[src/hdl/teq_pkg.sv]
`timescale 1ns / 1ps
// ----------------------------------------------------------------------------
// Timed event queue package
// Shared types, operation codes and status codes of the timed event queue.
// ----------------------------------------------------------------------------
package teq_pkg;

  localparam int QueueDepthDefault = 16;
  localparam logic [31:0] WinAhead = 32'h8000_0000;
  localparam logic [31:0] WinLate  = 32'h1000_0000;

  typedef enum logic [2:0] {
    OP_ADD    = 3'd0,
    OP_POP    = 3'd1,
    OP_REMOVE = 3'd2,
    OP_QUERY  = 3'd3,
    OP_REBASE = 3'd4,
    OP_CLEAR  = 3'd5,
    OP_SETSD  = 3'd6,
    OP_NONE   = 3'd7
  } op_t;

  typedef enum logic [1:0] {
    ST_OK       = 2'd0,
    ST_DUP      = 2'd1,
    ST_FULL     = 2'd2,
    ST_NOTFOUND = 2'd3
  } status_t;

  // Broadcast from the controller to every cell.
  typedef struct packed {
    logic        do_insert;  // insert the new beat at ins_pos
    logic        do_remove;  // remove the entry at rem_pos
    logic        do_rebase;  // rebase all counts
    logic        do_clear;   // drop all entries
    logic [11:0] new_type;
    logic [31:0] new_count;
    logic [31:0] now_count;
    logic [31:0] base_count;
    logic [11:0] special_code;
    logic        spec_ready;
  } cell_ctrl_t;

  // Entry carried between neighboring cells.
  typedef struct packed {
    logic        valid;
    logic [11:0] etype;
    logic [31:0] ecount;
  } entry_t;

  // True when count a fires before entry (b, tb).
  function automatic logic is_before(input logic [31:0] a, input logic [31:0] b,
                                     input logic [11:0] tb, input logic [31:0] now,
                                     input logic [11:0] special_code,
                                     input logic spec_ready);
    logic [31:0] da;
    logic [31:0] db;
    logic [31:0] lag;
    logic        res;
    da  = a - now;
    db  = b - now;
    lag = now - b;
    if (da >= WinAhead) res = 1'b0;
    else if (db < WinAhead) res = (da < db);
    else if (lag < WinLate) res = (tb == special_code) ? spec_ready : 1'b0;
    else res = 1'b1;
    return res;
  endfunction

endpackage

[src/hdl/teq_cell.sv]
`timescale 1ns / 1ps
// ----------------------------------------------------------------------------
// Timed event queue cell
// Holds one entry, reports its match flags and shifts with its neighbors.
// ----------------------------------------------------------------------------
module teq_cell (
  input  logic                clk,
  input  logic                rst,
  input  teq_pkg::cell_ctrl_t ctrl,
  input  logic                ins_here,   // new entry lands in this cell
  input  logic                ins_below,  // insert point is above: shift down
  input  logic                rem_above,  // removal point is at or above: shift up
  input  teq_pkg::entry_t     prev_entry,
  input  teq_pkg::entry_t     next_entry,
  output teq_pkg::entry_t     entry,
  output logic                type_hit,
  output logic                new_before
);
  import teq_pkg::*;

  logic        valid;
  logic [11:0] etype;
  logic [31:0] ecount;

  assign entry    = '{valid: valid, etype: etype, ecount: ecount};
  assign type_hit = valid && (etype == ctrl.new_type);
  assign new_before = valid && is_before(ctrl.new_count, ecount, etype, ctrl.now_count,
                                         ctrl.special_code, ctrl.spec_ready);

  // Valid bit.
  always_ff @(posedge clk) begin
    if (rst || ctrl.do_clear) begin
      valid <= 1'b0;
    end else if (ctrl.do_insert && ins_here) begin
      valid <= 1'b1;
    end else if (ctrl.do_insert && ins_below) begin
      valid <= prev_entry.valid;
    end else if (ctrl.do_remove && rem_above) begin
      valid <= next_entry.valid;
    end
  end

  // Payload.
  always_ff @(posedge clk) begin
    if (ctrl.do_insert && ins_here) begin
      etype  <= ctrl.new_type;
      ecount <= ctrl.new_count;
    end else if (ctrl.do_insert && ins_below) begin
      etype  <= prev_entry.etype;
      ecount <= prev_entry.ecount;
    end else if (ctrl.do_remove && rem_above) begin
      etype  <= next_entry.etype;
      ecount <= next_entry.ecount;
    end else if (ctrl.do_rebase) begin
      ecount <= ecount - ctrl.now_count + ctrl.base_count;
    end
  end

endmodule

[config.mk]
export PLATFORM = sky130hd
export DESIGN_NAME = teq_cell
export DESIGN_NICKNAME = d
export VERILOG_FILES = /design/src/hdl/teq_pkg.sv /design/src/hdl/teq_cell.sv
export SDC_FILE = /design/constraint.sdc
export NUM_CORES = 1
export LEC_CHECK = 0
export BUFFER_PORTS_ARGS = -buffer_cell sky130_fd_sc_hd__clkbuf_2
export CORE_MARGIN = 1.5
export CORE_UTILIZATION = 55
export CTS_BUF_LIST = sky130_fd_sc_hd__clkbuf_4 sky130_fd_sc_hd__clkbuf_8 sky130_fd_sc_hd__clkbuf_16
export CTS_CLUSTER_DIAMETER = 120
export DETAILED_ROUTE_END_ITERATION = 16
export HOLD_SLACK_MARGIN = 0.1
export PLACE_DENSITY_LB_ADDON = 0.1
export SLEW_MARGIN = 20
export SYNTH_ARGS = -nofsm -noshare
export SYNTH_HDL_FRONTEND = slang
export SYNTH_SLANG_ARGS = --single-unit
[constraint.sdc]
create_clock -name clk -period 15.45 [get_ports clk]
set_input_delay 3.8625 -clock clk [delete_from_list [all_inputs] [get_ports clk]]
set_output_delay 3.8625 -clock clk [all_outputs]
set_load 0.01 [all_outputs]
**Yosys cells after proc, flatten, opt, wreduce, memory -nomap -nowiden**

Cells that the tools add are included.

- Order comparisons: 4
- Equal/unequal tests: 2
- Reduce and logical (&&, ||, !) cells: 8
- Multiplexer cells: 14
- Add/sub/neg operators: 4

Operators with widths:

| cell | count |
|---|---|
| $mux W32 | 4 |
| $sub A32 B32 Y32 | 3 |
| $mux W12 | 3 |
| $add A32 B32 Y32 | 1 |
| $ge A32 B32 Y1 const B | 1 |
| $lt A32 B29 Y1 const B | 1 |
| $lt A32 B32 Y1 | 1 |
| $lt A32 B32 Y1 const B | 1 |
| $eq A12 B12 Y1 | 2 |
| $mux W1 | 7 |
| $logic_and A1 B1 Y1 | 5 |
| $reduce_bool A4 Y1 | 1 |
| $reduce_bool A3 Y1 | 1 |
| $logic_or A1 B1 Y1 | 1 |

- Logic and storage cells: 35
- Register bits: 45
- Output and inout bits: 47
- Bits of input ports: 220

**Depth between registers and ports, before layout**

- Depth after elaboration: 6
- Depth in mapped cells: 25
- Mapped depth without buffers: 25

**Worst setup path before layout**

Ideal clock, no wire load.

- Kind: input -> output
- Start: input ctrl[77] in the netlist's numbering
- End: output new_before
- Setup slack: 3.881 ns
- Required time: 11.588 ns
- Arrival time: 7.706 ns
- Cell stages on the path: 20
- Path through: inv_1 -> ha_1 -> inv_1 -> fa_1 -> a21o_1 -> a21boi_0 -> o21ai_1 -> a31oi_2 -> o31ai_1 -> or4_1 -> o2111ai_1 -> nor2b_1 -> xnor2_1 -> ha_1 -> or4_1 -> a221oi_1 -> o211ai_1 -> o2111ai_1 -> a21oi_1 -> nor4_1

- Cells in the longest elaborated chain, start to end: 5
- Elaborated cells on any way between the ends: 6
- Those cells by class: add/sub: 1; order compare: 2; mux: 2; reduce/logical: 1

RTL lines:

| item | RTL line | RTL |
|---|---|---|
| from (decl) | teq_cell.sv:9 | `input teq_pkg::cell_ctrl_t ctrl,` |
| $sub A32 B32 Y32 * | teq_pkg.sv:60 | `da = a - now;` |
| $lt A32 B32 Y1 | teq_pkg.sv:64 | `else if (db < WinAhead) res = (da < db);` |
| $mux W1 | teq_pkg.sv:64 |  |
| $mux W1 * | teq_pkg.sv:63 | `if (da >= WinAhead) res = 1'b0;` |
| $logic_and A1 B1 Y1 * | teq_cell.sv:27 | `assign new_before = valid && is_before(ctrl.new_count, ecount, etype, ctrl.now_count,` |
| to (decl) | teq_cell.sv:17 | `output logic new_before` |

Mark *: on every way between the ends. The rest lies on a longest branch, timed or not.

**Worst setup path in the final report**

- Start: input ctrl[45] in the netlist's numbering
- End: output new_before

- Cells in the longest elaborated chain, start to end: 6
- Elaborated cells on any way between the ends: 11
- Those cells by class: add/sub: 3; order compare: 4; mux: 3; reduce/logical: 1

RTL lines:

| item | RTL line | RTL |
|---|---|---|
| $sub A32 B32 Y32 | teq_pkg.sv:62 | `lag = now - b;` |
| $lt A32 B29 Y1 | teq_pkg.sv:65 | `else if (lag < WinLate) res = (tb == special_code) ? spec_ready : 1'b0;` |
| $mux W1 | teq_pkg.sv:65 |  |
| $mux W1 | teq_pkg.sv:64 |  |
| $mux W1 * | teq_pkg.sv:63 |  |
| $logic_and A1 B1 Y1 * | teq_cell.sv:27 |  |

Marks and branches as above.

==> reports/qor.csv <==
metric,value,unit
VDD IR max,0.1101,mV
clock sinks,45,
setup TNS,0,ps
Tmin final,12580,ps
global-route wire length before repair,51.57,mm
dpl hpwl,28.18,mm
cell taking the most area after synthesis,ha_1,
Avg WL per Cell,19.80,microns
PortBufs,266,
clock tree root buffer cell,clkbuf_16,
Sequential Area,0.001341,sq mm
GRT Total Usage,0.3712,
number of global-route vias before repair,9686,
Post-route DRC,0,
Syn Area/Cell,7.654,sq um
CP most frequent cell,a21oi_1,
Die Span Y,133.8,microns
synth top area cells,"ha_1, edfxtp_1, xnor2_1",
asr flop ratio synth,0,
fin cells,1693,
P&R area growth vs syn,17.17,%
status,"complete, no violations",
"most common cell after layout, fill and taps aside",clkbuf_2,
crit-path cells,"clkbuf_2, ha_1, inv_1, fa_1, a21o_1, a21oi_1, o21bai_1, a21oi_1, o21ai_0, a31oi_1, o221a_2, o21a_1, xnor2_1, inv_1, ha_1, or4_1, a221oi_1, o211ai_1, o2111ai_1, a21oi_1, nor4_1, clkbuf_2",
Core Area,0.01664,sq mm
Bufs and invs on worst path,4,
leak pwr,5.624,nW
Synth top area share,0.2128,
clk buf depth,2,
# placed instances,1681,
maximum clock rate,79.50,MHz
Max-Cap Viols,0,
syn_nets,1612,
Least-Margin Pin Slew,1149,ps
worst clock skew,7.911,ps
Yosys reg bits,45,
"EDFF count, synth",44,
Die ar.,0.01790,sq mm
kind of cell adding the most delay to the critical path,compound AO/OA/AOI/OAI gates,
number of post-CTS setup repair buffers,0,
Num CTS Buffers,5,
Routed WL,33.52,mm
CP max stage delay,460,ps
via count,10250,
CTS H-tree depth,2,
CP Class,in -> out,
Die W,133.8,microns
fin crit share,0.8142,
Rows,47,
Setup crit start kind,primary input,
"commonest non-fill, non-tap cells in the layout","clkbuf_2, ha_1, inv_1",
initial antenna violation count,4,
Nets,1851,
Unique masters post-synth,74,
Post-Synthesis Cells,1229,
register area share after synthesis,0.1426,
Critical Path End Type,primary output,
DR iter-0 viols,917,
Critical Path RT,11590,ps
clk_lat worst skew,310,ps
Post-CTS Hold Fix Bufs,0,
Netlist Area Pre-Place,0.009407,sq mm
RSZ-0062 raised after global routing,false,
Final Slew Violations,0,
Filler Cells Inserted,1547,
Crit Path Max Fanout,5,
total I/O pin count,267,
Critical Path AT,8720,ps
HP Class,reg -> reg,
Slew headroom,0.2339,
layout cells sized above 1,0.2056,
final setup violation count,0,
Clock Pin Slew Worst Setup and Hold Paths,70,ps
Congestion Overflow GR,0,
multi-input logic area,0.007422,sq mm
drt via density,6.053,
post-CTS sizing,0,
PD cells,226.7,mW/mm^2
Final Power,2.498,mW
Final GP Congestion,0.9810,
1st-pass router iterations,5,
ANT nets after route,0,
Initial Util,0.5652,
Critical Path Slowest Stage Cell,or4_1,
CTS tree,built,
largest net degree at the start of global routing,53,
Hold Fails Final Rpt,0,
Ys Warns,0,
"Top FF cell, synth",edfxtp_1,
state kept, by name (all words and copies together) (netlist names):
register and count:
ecount 32, valid 1, etype 12
per-stage QoR:
stage | cell area [sq um] | utilization | worst slack, ps | hold slack, ps
floorplan | 9407 | - | 3881 | 623.7
finish | 11020 | 0.6623 | 2871 | 751.2
global placement | 10860 | 0.6527 | 3199 | 718.3
detailed placement | 10860 | 0.6527 | 3035 | 725.7
global route | 11020 | 0.6623 | 2480 | 789.2
CTS | 11010 | 0.6617 | 3009 | 737.0
final timing paths:
check	start	endpoint	slack [ps]	cells past startpoint
worst max-delay path	ctrl[45]	new_before	2870	22
worst min-delay path	valid	valid	750	4
worst max register to register	ecount[0]	ecount[29]	9860	24
worst min register to register	valid	valid	750	4
worst register-to-register path, cell delays in order (launching register included):
cell and delay [ps]:
edfxtp_1 430, inv_1 80, ha_1 170, inv_1 60, fa_1 400, a21o_1 180, a21oi_1 270, o21bai_1 100
a21oi_1 360, o21ai_0 180, and2_1 190, a21o_1 170, a31o_2 270, xor2_1 160, ha_1 380, and4_1 240
and3_1 200, o21ai_0 140, a31oi_1 180, or2_1 290, and4_4 210, a2111oi_4 320, xnor2_1 90, mux2i_1 160
a21oi_1 90
routing by layer:
layer  global-route usage  part of all wire
met1               0.5081              0.44
met3              0.06311             0.088
met2               0.5962              0.45
met4               0.1171             0.025
met5                    0                 0
cells in the mapped netlist, types with 5 or more instances:
master and instances:
a21oi_1 109, nor2b_1 17, or3_1 5, nor3_1 16, o21bai_1 20, nand3_1 24
o21a_1 16, o22ai_1 10, nor2_1 76, nand4_1 16, a221oi_1 7, edfxtp_1 44
a21o_1 59, clkbuf_1 31, o211ai_1 21, a31oi_1 19, ha_1 160, o31ai_1 5
a211oi_1 14, nor4_1 8, xor2_1 44, and2_1 10, nand2_1 108, xnor2_1 70
o2111ai_1 8, inv_1 117, nand2b_1 17, and3_1 8, o21ai_0 85
cell families after synthesis:
group	Yosys count	synth area share
AND/OR/NAND/NOR	322	0.1627
XOR/XNOR	114	0.1061
multiplexers	3	0.003192
adder cells (fa/ha/maj)	163	0.2192
buffers and inverters	158	0.06877
flip-flops	45	0.1426
AO/OA/AOI/OAI	424	0.2974
final cells by class:
class / instances / area share
multi-input cells: 1026 / 0.6734
well taps: 220 / 0.02497
clock buffers: 5 / 0.01135
flip-flops and latches: 45 / 0.1217
inverters: 117 / 0.03985
clock inverters: 3 / 0.002270
repair buffers: 273 / 0.1256
diodes: 4 / 0.0009082
where the power goes:
part,total [mW],switching (mW),internal [mW],leakage (nW)
Combinational,2.12,1.24,0.876,5.10
Sequential,0.257,0.0501,0.207,0.454
Clock,0.122,0.0611,0.0613,0.0704
Note: power is estimated with default switching activity, not from simulation.
